===== src/mpq_pkg.sv =====
// shared types and constants for the multilevel priority fifo queue
`default_nettype none

package mpq_pkg;

    localparam int unsigned LEVELS_DEF       = 8;
    localparam int unsigned LEVEL_DEPTH_DEF  = 16;
    localparam int unsigned VALUE_BITS_DEF   = 32;

    localparam int unsigned ITEM_BITS        = 32;
    localparam int unsigned LEVEL_FIELD_BITS = 3;
    localparam int unsigned STATUS_BITS      = 2;

    typedef enum logic {
        OP_ENQUEUE = 1'b0,
        OP_DEQUEUE = 1'b1
    } t_op;

    typedef enum logic [STATUS_BITS-1:0] {
        ST_OK        = 2'd0,
        ST_UNDERFLOW = 2'd1,
        ST_OVERFLOW  = 2'd2
    } t_status;

    // command broadcast to every cell in the row
    typedef struct packed {
        logic                        enq;
        logic                        deq;
        logic [LEVEL_FIELD_BITS-1:0] level;
    } t_cell_cmd;

    // flags rippling from level 0 upward through the row
    typedef struct packed {
        logic found;   // some lower level holds a word
        logic stored;  // some lower level took the enqueued word
    } t_chain;

endpackage

`default_nettype wire


===== src/mpq_if.sv =====
// valid/ready channel interfaces for input and result words
`default_nettype none

interface mpq_in_if;
    logic                                    valid;
    logic                                    ready;
    mpq_pkg::t_op                            operation;
    logic signed [mpq_pkg::ITEM_BITS-1:0]    item_value;
    logic [mpq_pkg::LEVEL_FIELD_BITS-1:0]    priority_level;

    modport source (output valid, output operation, output item_value,
                    output priority_level, input ready);
    modport sink   (input valid, input operation, input item_value,
                    input priority_level, output ready);
endinterface

interface mpq_out_if;
    logic                                    valid;
    logic                                    ready;
    logic signed [mpq_pkg::ITEM_BITS-1:0]    head_value;
    logic                                    head_valid;
    mpq_pkg::t_status                        status;

    modport source (output valid, output head_value, output head_valid,
                    output status, input ready);
    modport sink   (input valid, input head_value, input head_valid,
                    input status, output ready);
endinterface

`default_nettype wire


===== src/multilevel_priority_fifo_queue_top.sv =====
// strict-priority queue: a row of per-level fifo cells with a result register
// result path: the cell row updates on accept, the head is picked while r_busy is set,
//   and the word is then offered from the result register; no new word is taken while
//   r_busy is set or while a result word waits untaken
// reset: synchronous active low, clears pointers, fill counts and handshake;
//   level storage is not cleared
`default_nettype none

module multilevel_priority_fifo_queue_top #(
    parameter int unsigned LEVELS      = mpq_pkg::LEVELS_DEF,
    parameter int unsigned LEVEL_DEPTH = mpq_pkg::LEVEL_DEPTH_DEF,
    parameter int unsigned VALUE_BITS  = mpq_pkg::VALUE_BITS_DEF
) (
    input wire logic  i_clk,
    input wire logic  i_rst_n,
    mpq_in_if.sink    i_in,
    mpq_out_if.source o_out
);

    mpq_pkg::t_chain       w_chain [LEVELS+1];
    logic [VALUE_BITS-1:0] w_head  [LEVELS+1];

    mpq_pkg::t_cell_cmd    cmd;
    logic [VALUE_BITS-1:0] value_ext;
    logic                  accept;
    mpq_pkg::t_status      n_status;

    logic                  r_busy;
    logic                  r_out_valid;
    logic [VALUE_BITS-1:0] r_out_head;
    logic                  r_out_hv;
    mpq_pkg::t_status      r_status;

    assign i_in.ready = !r_busy && (!r_out_valid || o_out.ready);
    assign accept     = i_in.valid && i_in.ready;

    assign value_ext  = VALUE_BITS'(i_in.item_value);
    assign cmd.enq    = accept && (i_in.operation == mpq_pkg::OP_ENQUEUE);
    assign cmd.deq    = accept && (i_in.operation == mpq_pkg::OP_DEQUEUE);
    assign cmd.level  = i_in.priority_level;

    assign w_chain[0] = '0;
    assign w_head[0]  = '0;

    for (genvar g = 0; g < LEVELS; g++) begin : g_cell
        mpq_cell #(
            .CELL_INDEX  (g),
            .LEVEL_DEPTH (LEVEL_DEPTH),
            .VALUE_BITS  (VALUE_BITS)
        ) u_cell (
            .i_clk        (i_clk),
            .i_rst_n      (i_rst_n),
            .i_cmd        (cmd),
            .i_value      (value_ext),
            .i_chain      (w_chain[g]),
            .i_head_chain (w_head[g]),
            .o_chain      (w_chain[g+1]),
            .o_head_chain (w_head[g+1])
        );
    end

    // status comes from the row state seen in the accept cycle
    always_comb begin
        if (cmd.deq) begin
            n_status = w_chain[LEVELS].found ? mpq_pkg::ST_OK : mpq_pkg::ST_UNDERFLOW;
        end else begin
            n_status = w_chain[LEVELS].stored ? mpq_pkg::ST_OK : mpq_pkg::ST_OVERFLOW;
        end
    end

    always_ff @(posedge i_clk) begin
        if (!i_rst_n) begin
            r_busy      <= 1'b0;
            r_out_valid <= 1'b0;
        end else begin
            r_busy <= accept;
            if (r_busy) begin
                r_out_valid <= 1'b1;
            end else if (o_out.ready) begin
                r_out_valid <= 1'b0;
            end
        end
    end

    // head is picked from the updated row in the cycle after accept
    always_ff @(posedge i_clk) begin
        if (accept) begin
            r_status <= n_status;
        end
        if (r_busy) begin
            r_out_hv   <= w_chain[LEVELS].found;
            r_out_head <= w_chain[LEVELS].found ? w_head[LEVELS] : '0;
        end
    end

    assign o_out.valid      = r_out_valid;
    assign o_out.head_value = mpq_pkg::ITEM_BITS'(r_out_head);
    assign o_out.head_valid = r_out_hv;
    assign o_out.status     = r_status;

endmodule

`default_nettype wire


===== src/mpq_cell.sv =====
// one priority level: a small fifo with its own head register and chain links
`default_nettype none

module mpq_cell #(
    parameter int unsigned CELL_INDEX  = 0,
    parameter int unsigned LEVEL_DEPTH = mpq_pkg::LEVEL_DEPTH_DEF,
    parameter int unsigned VALUE_BITS  = mpq_pkg::VALUE_BITS_DEF
) (
    input  wire logic                  i_clk,
    input  wire logic                  i_rst_n,
    input  wire mpq_pkg::t_cell_cmd    i_cmd,
    input  wire logic [VALUE_BITS-1:0] i_value,
    input  wire mpq_pkg::t_chain       i_chain,
    input  wire logic [VALUE_BITS-1:0] i_head_chain,
    output mpq_pkg::t_chain            o_chain,
    output logic [VALUE_BITS-1:0]      o_head_chain
);

    localparam int unsigned PTR_BITS = $clog2(LEVEL_DEPTH);
    localparam int unsigned CNT_BITS = $clog2(LEVEL_DEPTH + 1);

    logic [VALUE_BITS-1:0] r_mem [LEVEL_DEPTH];
    logic [VALUE_BITS-1:0] r_head;
    logic [PTR_BITS-1:0]   r_rd_ptr, n_rd_ptr;
    logic [PTR_BITS-1:0]   r_wr_ptr, n_wr_ptr;
    logic [CNT_BITS-1:0]   r_count, n_count;

    logic targeted, nonempty, full, do_write, do_take;
    logic [PTR_BITS-1:0] rd_inc, wr_inc;

    assign targeted = (32'(i_cmd.level) == 32'(CELL_INDEX));
    assign nonempty = (r_count != '0);
    assign full     = (r_count == CNT_BITS'(LEVEL_DEPTH));
    assign do_write = i_cmd.enq && targeted && !full;
    // only the lowest busy level gives up its head
    assign do_take  = i_cmd.deq && nonempty && !i_chain.found;

    assign rd_inc = (r_rd_ptr == PTR_BITS'(LEVEL_DEPTH - 1)) ? '0 : r_rd_ptr + 1'b1;
    assign wr_inc = (r_wr_ptr == PTR_BITS'(LEVEL_DEPTH - 1)) ? '0 : r_wr_ptr + 1'b1;

    always_comb begin
        n_rd_ptr = r_rd_ptr;
        n_wr_ptr = r_wr_ptr;
        n_count  = r_count;
        if (do_write) begin
            n_wr_ptr = wr_inc;
            n_count  = r_count + 1'b1;
        end else if (do_take) begin
            n_rd_ptr = rd_inc;
            n_count  = r_count - 1'b1;
        end
    end

    always_ff @(posedge i_clk) begin
        if (!i_rst_n) begin
            r_rd_ptr <= '0;
            r_wr_ptr <= '0;
            r_count  <= '0;
        end else begin
            r_rd_ptr <= n_rd_ptr;
            r_wr_ptr <= n_wr_ptr;
            r_count  <= n_count;
        end
    end

    always_ff @(posedge i_clk) begin
        if (do_write) begin
            r_mem[r_wr_ptr] <= i_value;
        end
    end

    // head register tracks the front word; empty fifo takes the word directly
    always_ff @(posedge i_clk) begin
        if (do_write && !nonempty) begin
            r_head <= i_value;
        end else if (do_take) begin
            r_head <= r_mem[rd_inc];
        end
    end

    assign o_chain.found  = i_chain.found || nonempty;
    assign o_chain.stored = i_chain.stored || do_write;
    assign o_head_chain   = i_chain.found ? i_head_chain : r_head;

endmodule

`default_nettype wire


===== src/flat_wrapper.sv =====
// flat-port wrapper written by rule: the top's interface ports become plain ports
module multilevel_priority_fifo_queue_top_flat 
#(
    parameter int unsigned LEVELS      = mpq_pkg::LEVELS_DEF,
    parameter int unsigned LEVEL_DEPTH = mpq_pkg::LEVEL_DEPTH_DEF,
    parameter int unsigned VALUE_BITS  = mpq_pkg::VALUE_BITS_DEF
)
  (i_clk, i_rst_n, i_in_valid, i_in_operation, i_in_item_value, i_in_priority_level, i_in_ready, o_out_valid, o_out_head_value, o_out_head_valid, o_out_status, o_out_ready);
  mpq_in_if i_in_i ();
  mpq_out_if o_out_i ();
  input wire logic i_clk;
  input wire logic i_rst_n;
  input wire logic [$bits(i_in_i.valid)-1:0] i_in_valid;
  input wire logic [$bits(i_in_i.operation)-1:0] i_in_operation;
  input wire logic [$bits(i_in_i.item_value)-1:0] i_in_item_value;
  input wire logic [$bits(i_in_i.priority_level)-1:0] i_in_priority_level;
  output wire logic [$bits(i_in_i.ready)-1:0] i_in_ready;
  output wire logic [$bits(o_out_i.valid)-1:0] o_out_valid;
  output wire logic [$bits(o_out_i.head_value)-1:0] o_out_head_value;
  output wire logic [$bits(o_out_i.head_valid)-1:0] o_out_head_valid;
  output wire logic [$bits(o_out_i.status)-1:0] o_out_status;
  input wire logic [$bits(o_out_i.ready)-1:0] o_out_ready;
  assign i_in_i.valid = i_in_valid;
  assign i_in_i.operation = i_in_operation;
  assign i_in_i.item_value = i_in_item_value;
  assign i_in_i.priority_level = i_in_priority_level;
  assign i_in_ready = i_in_i.ready;
  assign o_out_valid = o_out_i.valid;
  assign o_out_head_value = o_out_i.head_value;
  assign o_out_head_valid = o_out_i.head_valid;
  assign o_out_status = o_out_i.status;
  assign o_out_i.ready = o_out_ready;
  multilevel_priority_fifo_queue_top #(.LEVELS(LEVELS), .LEVEL_DEPTH(LEVEL_DEPTH), .VALUE_BITS(VALUE_BITS)) u_core (.i_clk(i_clk), .i_rst_n(i_rst_n), .i_in(i_in_i), .o_out(o_out_i));
endmodule

===== config.mk =====
export PLATFORM = sky130hd
export DESIGN_NAME = multilevel_priority_fifo_queue_top_flat
export DESIGN_NICKNAME = d
export VERILOG_FILES = /design/src/mpq_pkg.sv /design/src/mpq_if.sv /design/src/multilevel_priority_fifo_queue_top.sv /design/src/mpq_cell.sv /design/src/flat_wrapper.sv
export SDC_FILE = /design/constraint.sdc
export NUM_CORES = 2
export LEC_CHECK = 0
export BUFFER_PORTS_ARGS = -buffer_cell sky130_fd_sc_hd__buf_2
export CAP_MARGIN = 5
export CORE_ASPECT_RATIO = 2
export CORE_MARGIN = 8
export CORE_UTILIZATION = 40
export CTS_CLUSTER_SIZE = 16
export DETAILED_ROUTE_END_ITERATION = 12
export GPL_TIMING_DRIVEN = 0
export HOLD_SLACK_MARGIN = 0.05
export REMOVE_ABC_BUFFERS = 1
export SLEW_MARGIN = 10
export SYNTH_ARGS = -nofsm -noshare
export SYNTH_HDL_FRONTEND = slang
export SYNTH_SLANG_ARGS = --single-unit

===== constraint.sdc =====
create_clock -name i_clk -period 5.37 [get_ports i_clk]
set_input_delay 0.2685 -clock i_clk [delete_from_list [all_inputs] [get_ports i_clk]]
set_output_delay 0.2685 -clock i_clk [all_outputs]
set_load 0.01 [all_outputs]

# --- After elaboration in Yosys (flattened, before gate mapping) ---
# Memory sizes are Yosys's and may differ from the RTL's.
# Index checks and enable logic that the tools add are counted.
totals:
  mem_count: 8
  elab_cells: 309
  out_inout_bits: 37
  mem_bits_rw: 4096
  in_bits: 40
  reg_bits: 397
classes:
  bitwise_logic: 9
  reduce_logical: 116
  addsub: 32
  n_eq_ne: 31
  n_mux: 76
memory_table:
  columns: ["memory", "depth", "word_bits", "read_ports", "rd_clocked_by_memory_dff", "write_ports", "line_no", "source"]
  rows:
  - ["u_core.g_cell[0].u_cell.r_mem", 16, 32, 1, 0, 1, "mpq_cell.sv:22", "logic [VALUE_BITS-1:0] r_mem [LEVEL_DEPTH];"]
  - ["u_core.g_cell[1].u_cell.r_mem", 16, 32, 1, 0, 1, "mpq_cell.sv:22", null]
  - ["u_core.g_cell[2].u_cell.r_mem", 16, 32, 1, 0, 1, "mpq_cell.sv:22", null]
  - ["u_core.g_cell[3].u_cell.r_mem", 16, 32, 1, 0, 1, "mpq_cell.sv:22", null]
  - ["u_core.g_cell[4].u_cell.r_mem", 16, 32, 1, 0, 1, "mpq_cell.sv:22", null]
  - ["u_core.g_cell[5].u_cell.r_mem", 16, 32, 1, 0, 1, "mpq_cell.sv:22", null]
  - ["+2 memories", null, null, null, null, null, null, null]
ops:
  columns: ["operator", "n"]
  rows:
  - ["32-bit two-way mux", 23]
  - ["5-bit two-way mux", 16]
  - ["4-bit by 1-bit adder with 4-bit output, second input constant", 16]
  - ["4-bit equality test, second input constant", 16]
  - ["4-bit two-way mux", 16]
  - ["1-bit logical AND", 43]
  - ["5-bit by 1-bit adder with 5-bit output, second input constant", 8]
  - ["5-bit equality test, second input constant", 8]
  - ["5-bit nonzero test", 8]
  - ["5-bit by 1-bit subtractor with 5-bit output, second input constant", 8]
  - ["2-bit nonzero test", 17]
  - ["1-bit logical NOT", 24]
  - ["1-bit two-way mux", 19]
  - ["2-bit AND reduction", 8]
  - ["1-bit logical OR", 15]
  - ["3-bit equality test, second input constant", 4]
  - ["1-bit inverter", 9]
  - ["3-bit by 2-bit equality test with 1-bit output, second input constant", 2]
  - ["2-bit two-way mux", 2]
  - ["3-bit by 1-bit equality test with 1-bit output, second input constant", 1]
  - ["3-bit logical NOT", 1]

# --- Depth between registers and ports, before layout ---
logic_depth:
  word_depth: 16
  ltp_mapped: 12
  depth_no_buf: 11

# --- Cells and area by module ---
# Synthesis repeated with hierarchy kept, for this count alone.
unflattened:
  cells_unflattened: 10588
  hier_area_um2: 179191.9
modules_own_cells:
  columns: ["module", "instances", "seq_area_each_um2", "area_per_inst_um2", "cells_each"]
  rows:
  - ["mpq_cell (u_core.g_cell[3].u_cell ...)", 3, 16595.9, 22212.6, 1337]
  - ["mpq_cell (u_core.g_cell[2].u_cell ...)", 2, 16595.9, 22348.9, 1385]
  - ["mpq_cell (u_core.g_cell[1].u_cell)", 1, 16595.9, 22435.3, 1313]
  - ["mpq_cell (u_core.g_cell[7].u_cell)", 1, 16595.9, 22064.9, 1266]
  - ["mpq_cell (u_core.g_cell[0].u_cell)", 1, 16595.9, 21964.8, 1143]
  - ["multilevel_priority_fifo_queue_top", 1, 1091.0, 1391.3, 85]

# --- Worst setup path after synthesis ---
# No wires, ideal clock.
synth_timing:
  path_kind: "flip-flop to flip-flop"
  startpoint: "reg u_core.r_busy"
  endpoint: "mem u_core.g_cell[2].u_cell.r_mem[3][0] (netlist bit), enable pin"
  synth_period_minus_slack_ns: 4.779
  path_slack_ns: 0.591
  stages_incl_launch_ff: 6
  n_path_buf: 1
  t_required_ns: 4.909
  setup_time_ns: 0.461
  t_arrival_ns: 4.318
  path_cell_list: "dfxtp_1 or4b_4 a2111oi_2 buf_4 nand2_1 nor3_1"
synth_between:
  elab_chain_cells: 8
synth_lines:
  columns: ["item", "line_no", "source"]
  rows:
  - ["start, declared", "multilevel_priority_fifo_queue_top.sv:28", "logic r_busy;"]
  - ["start signal, assigned", "multilevel_priority_fifo_queue_top.sv:76", "r_busy <= accept;"]
  - ["1-bit logical NOT", "multilevel_priority_fifo_queue_top.sv:34", "assign i_in.ready = !r_busy && (!r_out_valid || o_out.ready);"]
  - ["1-bit logical AND", "multilevel_priority_fifo_queue_top.sv:34", null]
  - ["1-bit logical AND", "multilevel_priority_fifo_queue_top.sv:35", "assign accept = i_in.valid && i_in.ready;"]
  - ["1-bit logical AND", "multilevel_priority_fifo_queue_top.sv:38", "assign cmd.enq = accept && (i_in.operation == mpq_pkg::OP_ENQUEUE);"]
  - ["1-bit logical AND (2 in a row)", "mpq_cell.sv:34", "assign do_write = i_cmd.enq && targeted && !full;"]
  - ["1-bit two-way mux", "mpq_cell.sv:67", "if (do_write) begin"]
  - ["1-bit two-way mux (implied by the code)", "mpq_cell.sv:68", "r_mem[r_wr_ptr] <= i_value;"]
  - ["end, declared", "mpq_cell.sv:22", null]
# Every way passes these cells.

# --- Worst setup path after layout ---
layout_timing:
  startpoint: "reg u_core.g_cell[7].u_cell.r_rd_ptr[0]"
  endpoint: "reg u_core.g_cell[7].u_cell.r_head[18], data pin"
layout_between:
  elab_chain_cells: 5
  word_cells_on_any_way: 6
  classes_between: "1 x add/sub; 1 x eq/ne; 3 x mux; 1 x memory"
layout_lines:
  columns: ["item", "line_no", "source"]
  rows:
  - ["start, declared", "mpq_cell.sv:24", "logic [PTR_BITS-1:0] r_rd_ptr, n_rd_ptr;"]
  - ["start signal, assigned", "mpq_cell.sv:60", "r_rd_ptr <= n_rd_ptr;"]
  - ["4-bit by 1-bit adder with 4-bit output or 4-bit equality test (tied branches)", "mpq_cell.sv:38", "assign rd_inc = (r_rd_ptr == PTR_BITS'(LEVEL_DEPTH - 1)) ? '0 : r_rd_ptr + 1'b1;"]
  - ["4-bit two-way mux *", "mpq_cell.sv:38", null]
  - ["memory read 16 x 32 bit *", null, null]
  - ["32-bit two-way mux *", "mpq_cell.sv:76", "end else if (do_take) begin"]
  - ["32-bit two-way mux *", "mpq_cell.sv:74", "if (do_write && !nonempty) begin"]
  - ["end signal, assigned", "mpq_cell.sv:75", "r_head <= i_value;"]
  - ["end signal, assigned", "mpq_cell.sv:77", "r_head <= r_mem[rd_inc];"]
  - ["end, declared", "mpq_cell.sv:23", "logic [VALUE_BITS-1:0] r_head;"]
# Every way passes the cells marked *; elsewhere a longest branch is shown, timed or not. The select of a mux whose other input is x is not followed.
# A chain may end at the register's enable or synchronous reset.

==> flow_summary.toml <==
[global_route]
grt_start_max_net_pins = 98
antenna_found_initial = 34
gr-total-overflow = 0
grt_usage = 0.210
grt_pass1_wl_microns = 705000
first_global_vias = 93600

[worst_setup_path]
end_kind = "register"
cp-start-kind = "register"
critPathLaunch = "u_core.g_cell[7].u_cell.r_rd_ptr[0]"
cp.required_ps = 6020
crit_fanout = 15
crit_arrival_ps = 5830
r2r-start = "u_core.g_cell[7].u_cell.r_rd_ptr[0]"
critPathKind = "reg2reg"

[outcome]
outcome = "finished, violations left"
violations = "capacitance limit, slew limit"

[timing]
clock.fmax_ghz = 0.193
fin_crit_sh = 0.965
slew_headroom = -0.0141
finalMaxSlewViolations = 6
finalCriticalPeriod_ps = 5180
worst_slew_pin_slew_ps = 1510
hold_violations = 0
final-setup-viol-count = 0
fin_skew_ps = 81.6
rsz0062_at_grt = "no"

[logic_synthesis]
synth_top_area_frac = 0.749
yosys.area_share.simple = 0.0378
postSynthCellCount = 9066
yosysSeqAreaShare = 0.761
avgSynthCellArea_sq_um = 19.4
synth_compound_area_frac = 0.0464
synthMuxAreaShare = 0.132
synth_fa_ha_area_frac = 0.00546
yosys_warnings = 0
yosysTopAreaCell = "edfxtp_1"
synth_area_sq_mm = 0.176
synth-main-ff-cell = "edfxtp_1"
synth_top_family_by_area = "multiplexers"
synth_edf_count = 4387
synth_xor_area_frac = 0.00299
ys_types = 92
synthArstFlopShare = 0
synth_area_leaders = "edfxtp_1 75%, mux4_2 11%, nand2_1 1.4%"
ys_ff_latch = 4493

[route]
viasPerCell = 5.87
postRouteAntennaNets = 0
wl_microns = 501000
drc = 0
drtPass1Iterations = 7
wl_per_cell_microns = 32.3
drtIter0Drc = 9553
vias = 91000

[clock_tree]
clk_path_buf_depth = 4
clk_latency_ps = 980
post_cts_buffers = 0
cts_tree = "done"
path_clk_slew_ps = 70
hold_buffers = 38
h-tree-depth = 5
clock_sinks = 4493
numCtsBuffers = 366
post_cts_resized = 0
cts_root_buffer = "clkbuf_16"

[floorplanning]
die_w_microns = 485
die_area_sq_mm = 0.463
core_area_sq_mm = 0.438
dieHeight_microns = 954
io_pins = 77
fp-row-count = 344
start_util = 0.402

[power]
ir_worst_vdd_mv = 0.291
p_total_mw = 72.1
p_per_area_mw_per_mm2 = 354
power.leakage_nw = 63.7

[min_path]
hold_class = "in2reg"
hp-start = "i_in_item_value[21]"

[placement]
placed_area_sq_mm = 0.192
place.gp.congestion = 0.874
io_buffers = 76
dp_hpwl_microns = 332000

[finish]
drive_gt1_frac = 0.240
layout.nets = 9583
mostFrequentLayoutCells = "4387 x edfxtp_1, 892 x mux4_2, 661 x nand2_1"
syn_to_final_growth_pct = 15.7
final_cell_area_sq_mm = 0.204
final_common_cell = "edfxtp_1"

[run]
drv_cap = 1
final timing paths:
| path | endpoint | slack [ps] | cells after the start |
|---|---|---|---|
| max | u_core.g_cell[7].u_cell.r_head[18] | 190 | 14 |
| max reg2reg | u_core.g_cell[7].u_cell.r_head[18] | 190 | 14 |
| min | u_core.g_cell[3].u_cell.r_mem[8][21] | 160 | 2 |
| min reg2reg | u_core.g_cell[7].u_cell.r_count[2] | 490 | 2 |
stage by stage:
stage | setup TNS [ps] | worst slack [ps] | instances | utilization | hold slack, ps
finish | 0 | 188 | 15500 | 0.464 | 157
global route | 0 | 58.0 | 15500 | 0.464 | 165
CTS | 0 | 144 | 15500 | 0.464 | 96.4
detailed placement | 0 | 166 | 14800 | 0.437 | 480
global placement | - | -15500 | 14300 | 0.413 | 456
floorplan | -1202360 | -8300 | 8512 | - | 367
synth_stat cells, drive strengths merged (64+ instances only):
cell type and number:
nor2b 64, a211oi 99, mux2i 147, nand3 114, o221ai 86, clkbuf 331, o21ai 139, mux4 892
and2 79, edfxtp 4387, a22oi 86, dfxtp 106, mux2 140, buf 223, nor2 358, ha 64
nand2 670, o22ai 90, a21oi 260
flip-flops by register name, summed over array words and instances (netlist names), 2 cells and up:
register / count
u_core.g_cell.u_cell.r_count: 40
u_core.g_cell.u_cell.r_rd_ptr: 32
u_core.g_cell.u_cell.r_wr_ptr: 32
u_core.g_cell.u_cell.r_mem: 4096
u_core.o_out.head_value: 32
u_core.g_cell.u_cell.r_head: 256
u_core.o_out.status: 2
report_power, final:
part / switching [mW] / internal [mW]
Clock: 12.5 / 14.2
Sequential: 0.193 / 38.8
Combinational: 4.37 / 2.00
Total: 17.1 / 55.0
layer usage:
metal,vias to the layer above,GRT usage,part of all wire
met1,48400,0.232,0.34
met4,10,0.149,0.087
li1,37900,-,-
met5,-,0,0.00012
met3,1056,0.0267,0.055
met2,3661,0.374,0.52
cell type report:
type | count | area (sq um)
multi-input cells | 3956 | 40900
fillers | 36000 | 235000
clock inverters | 194 | 1810
repair buffers | 591 | 9810
clock buffers | 452 | 9680
flip-flops and latches | 4493 | 134000
diodes | 33 | 82.6
inverters | 63 | 236
well taps | 5709 | 7140
kinds of logic after synthesis:
kind of cell	after synthesis
compound gates	1173
flops	4493
fa+ha+maj	72
mux	1179
xor+xnor	60
simple gates	1472
buf+inv	617
critical path: stages (launching register included):
cell and delay (ps):
dfxtp_1 390, ha_1 390, a31oi_4 750, buf_16 250, buf_16 170, buf_16 180
buf_12 200, buf_16 170, buf_12 190, buf_16 180, buf_16 160, mux4_2 500
mux2_2 360, a22oi_1 710, nand2_1 210
No activity file was read; power rests on OpenSTA's default activity.
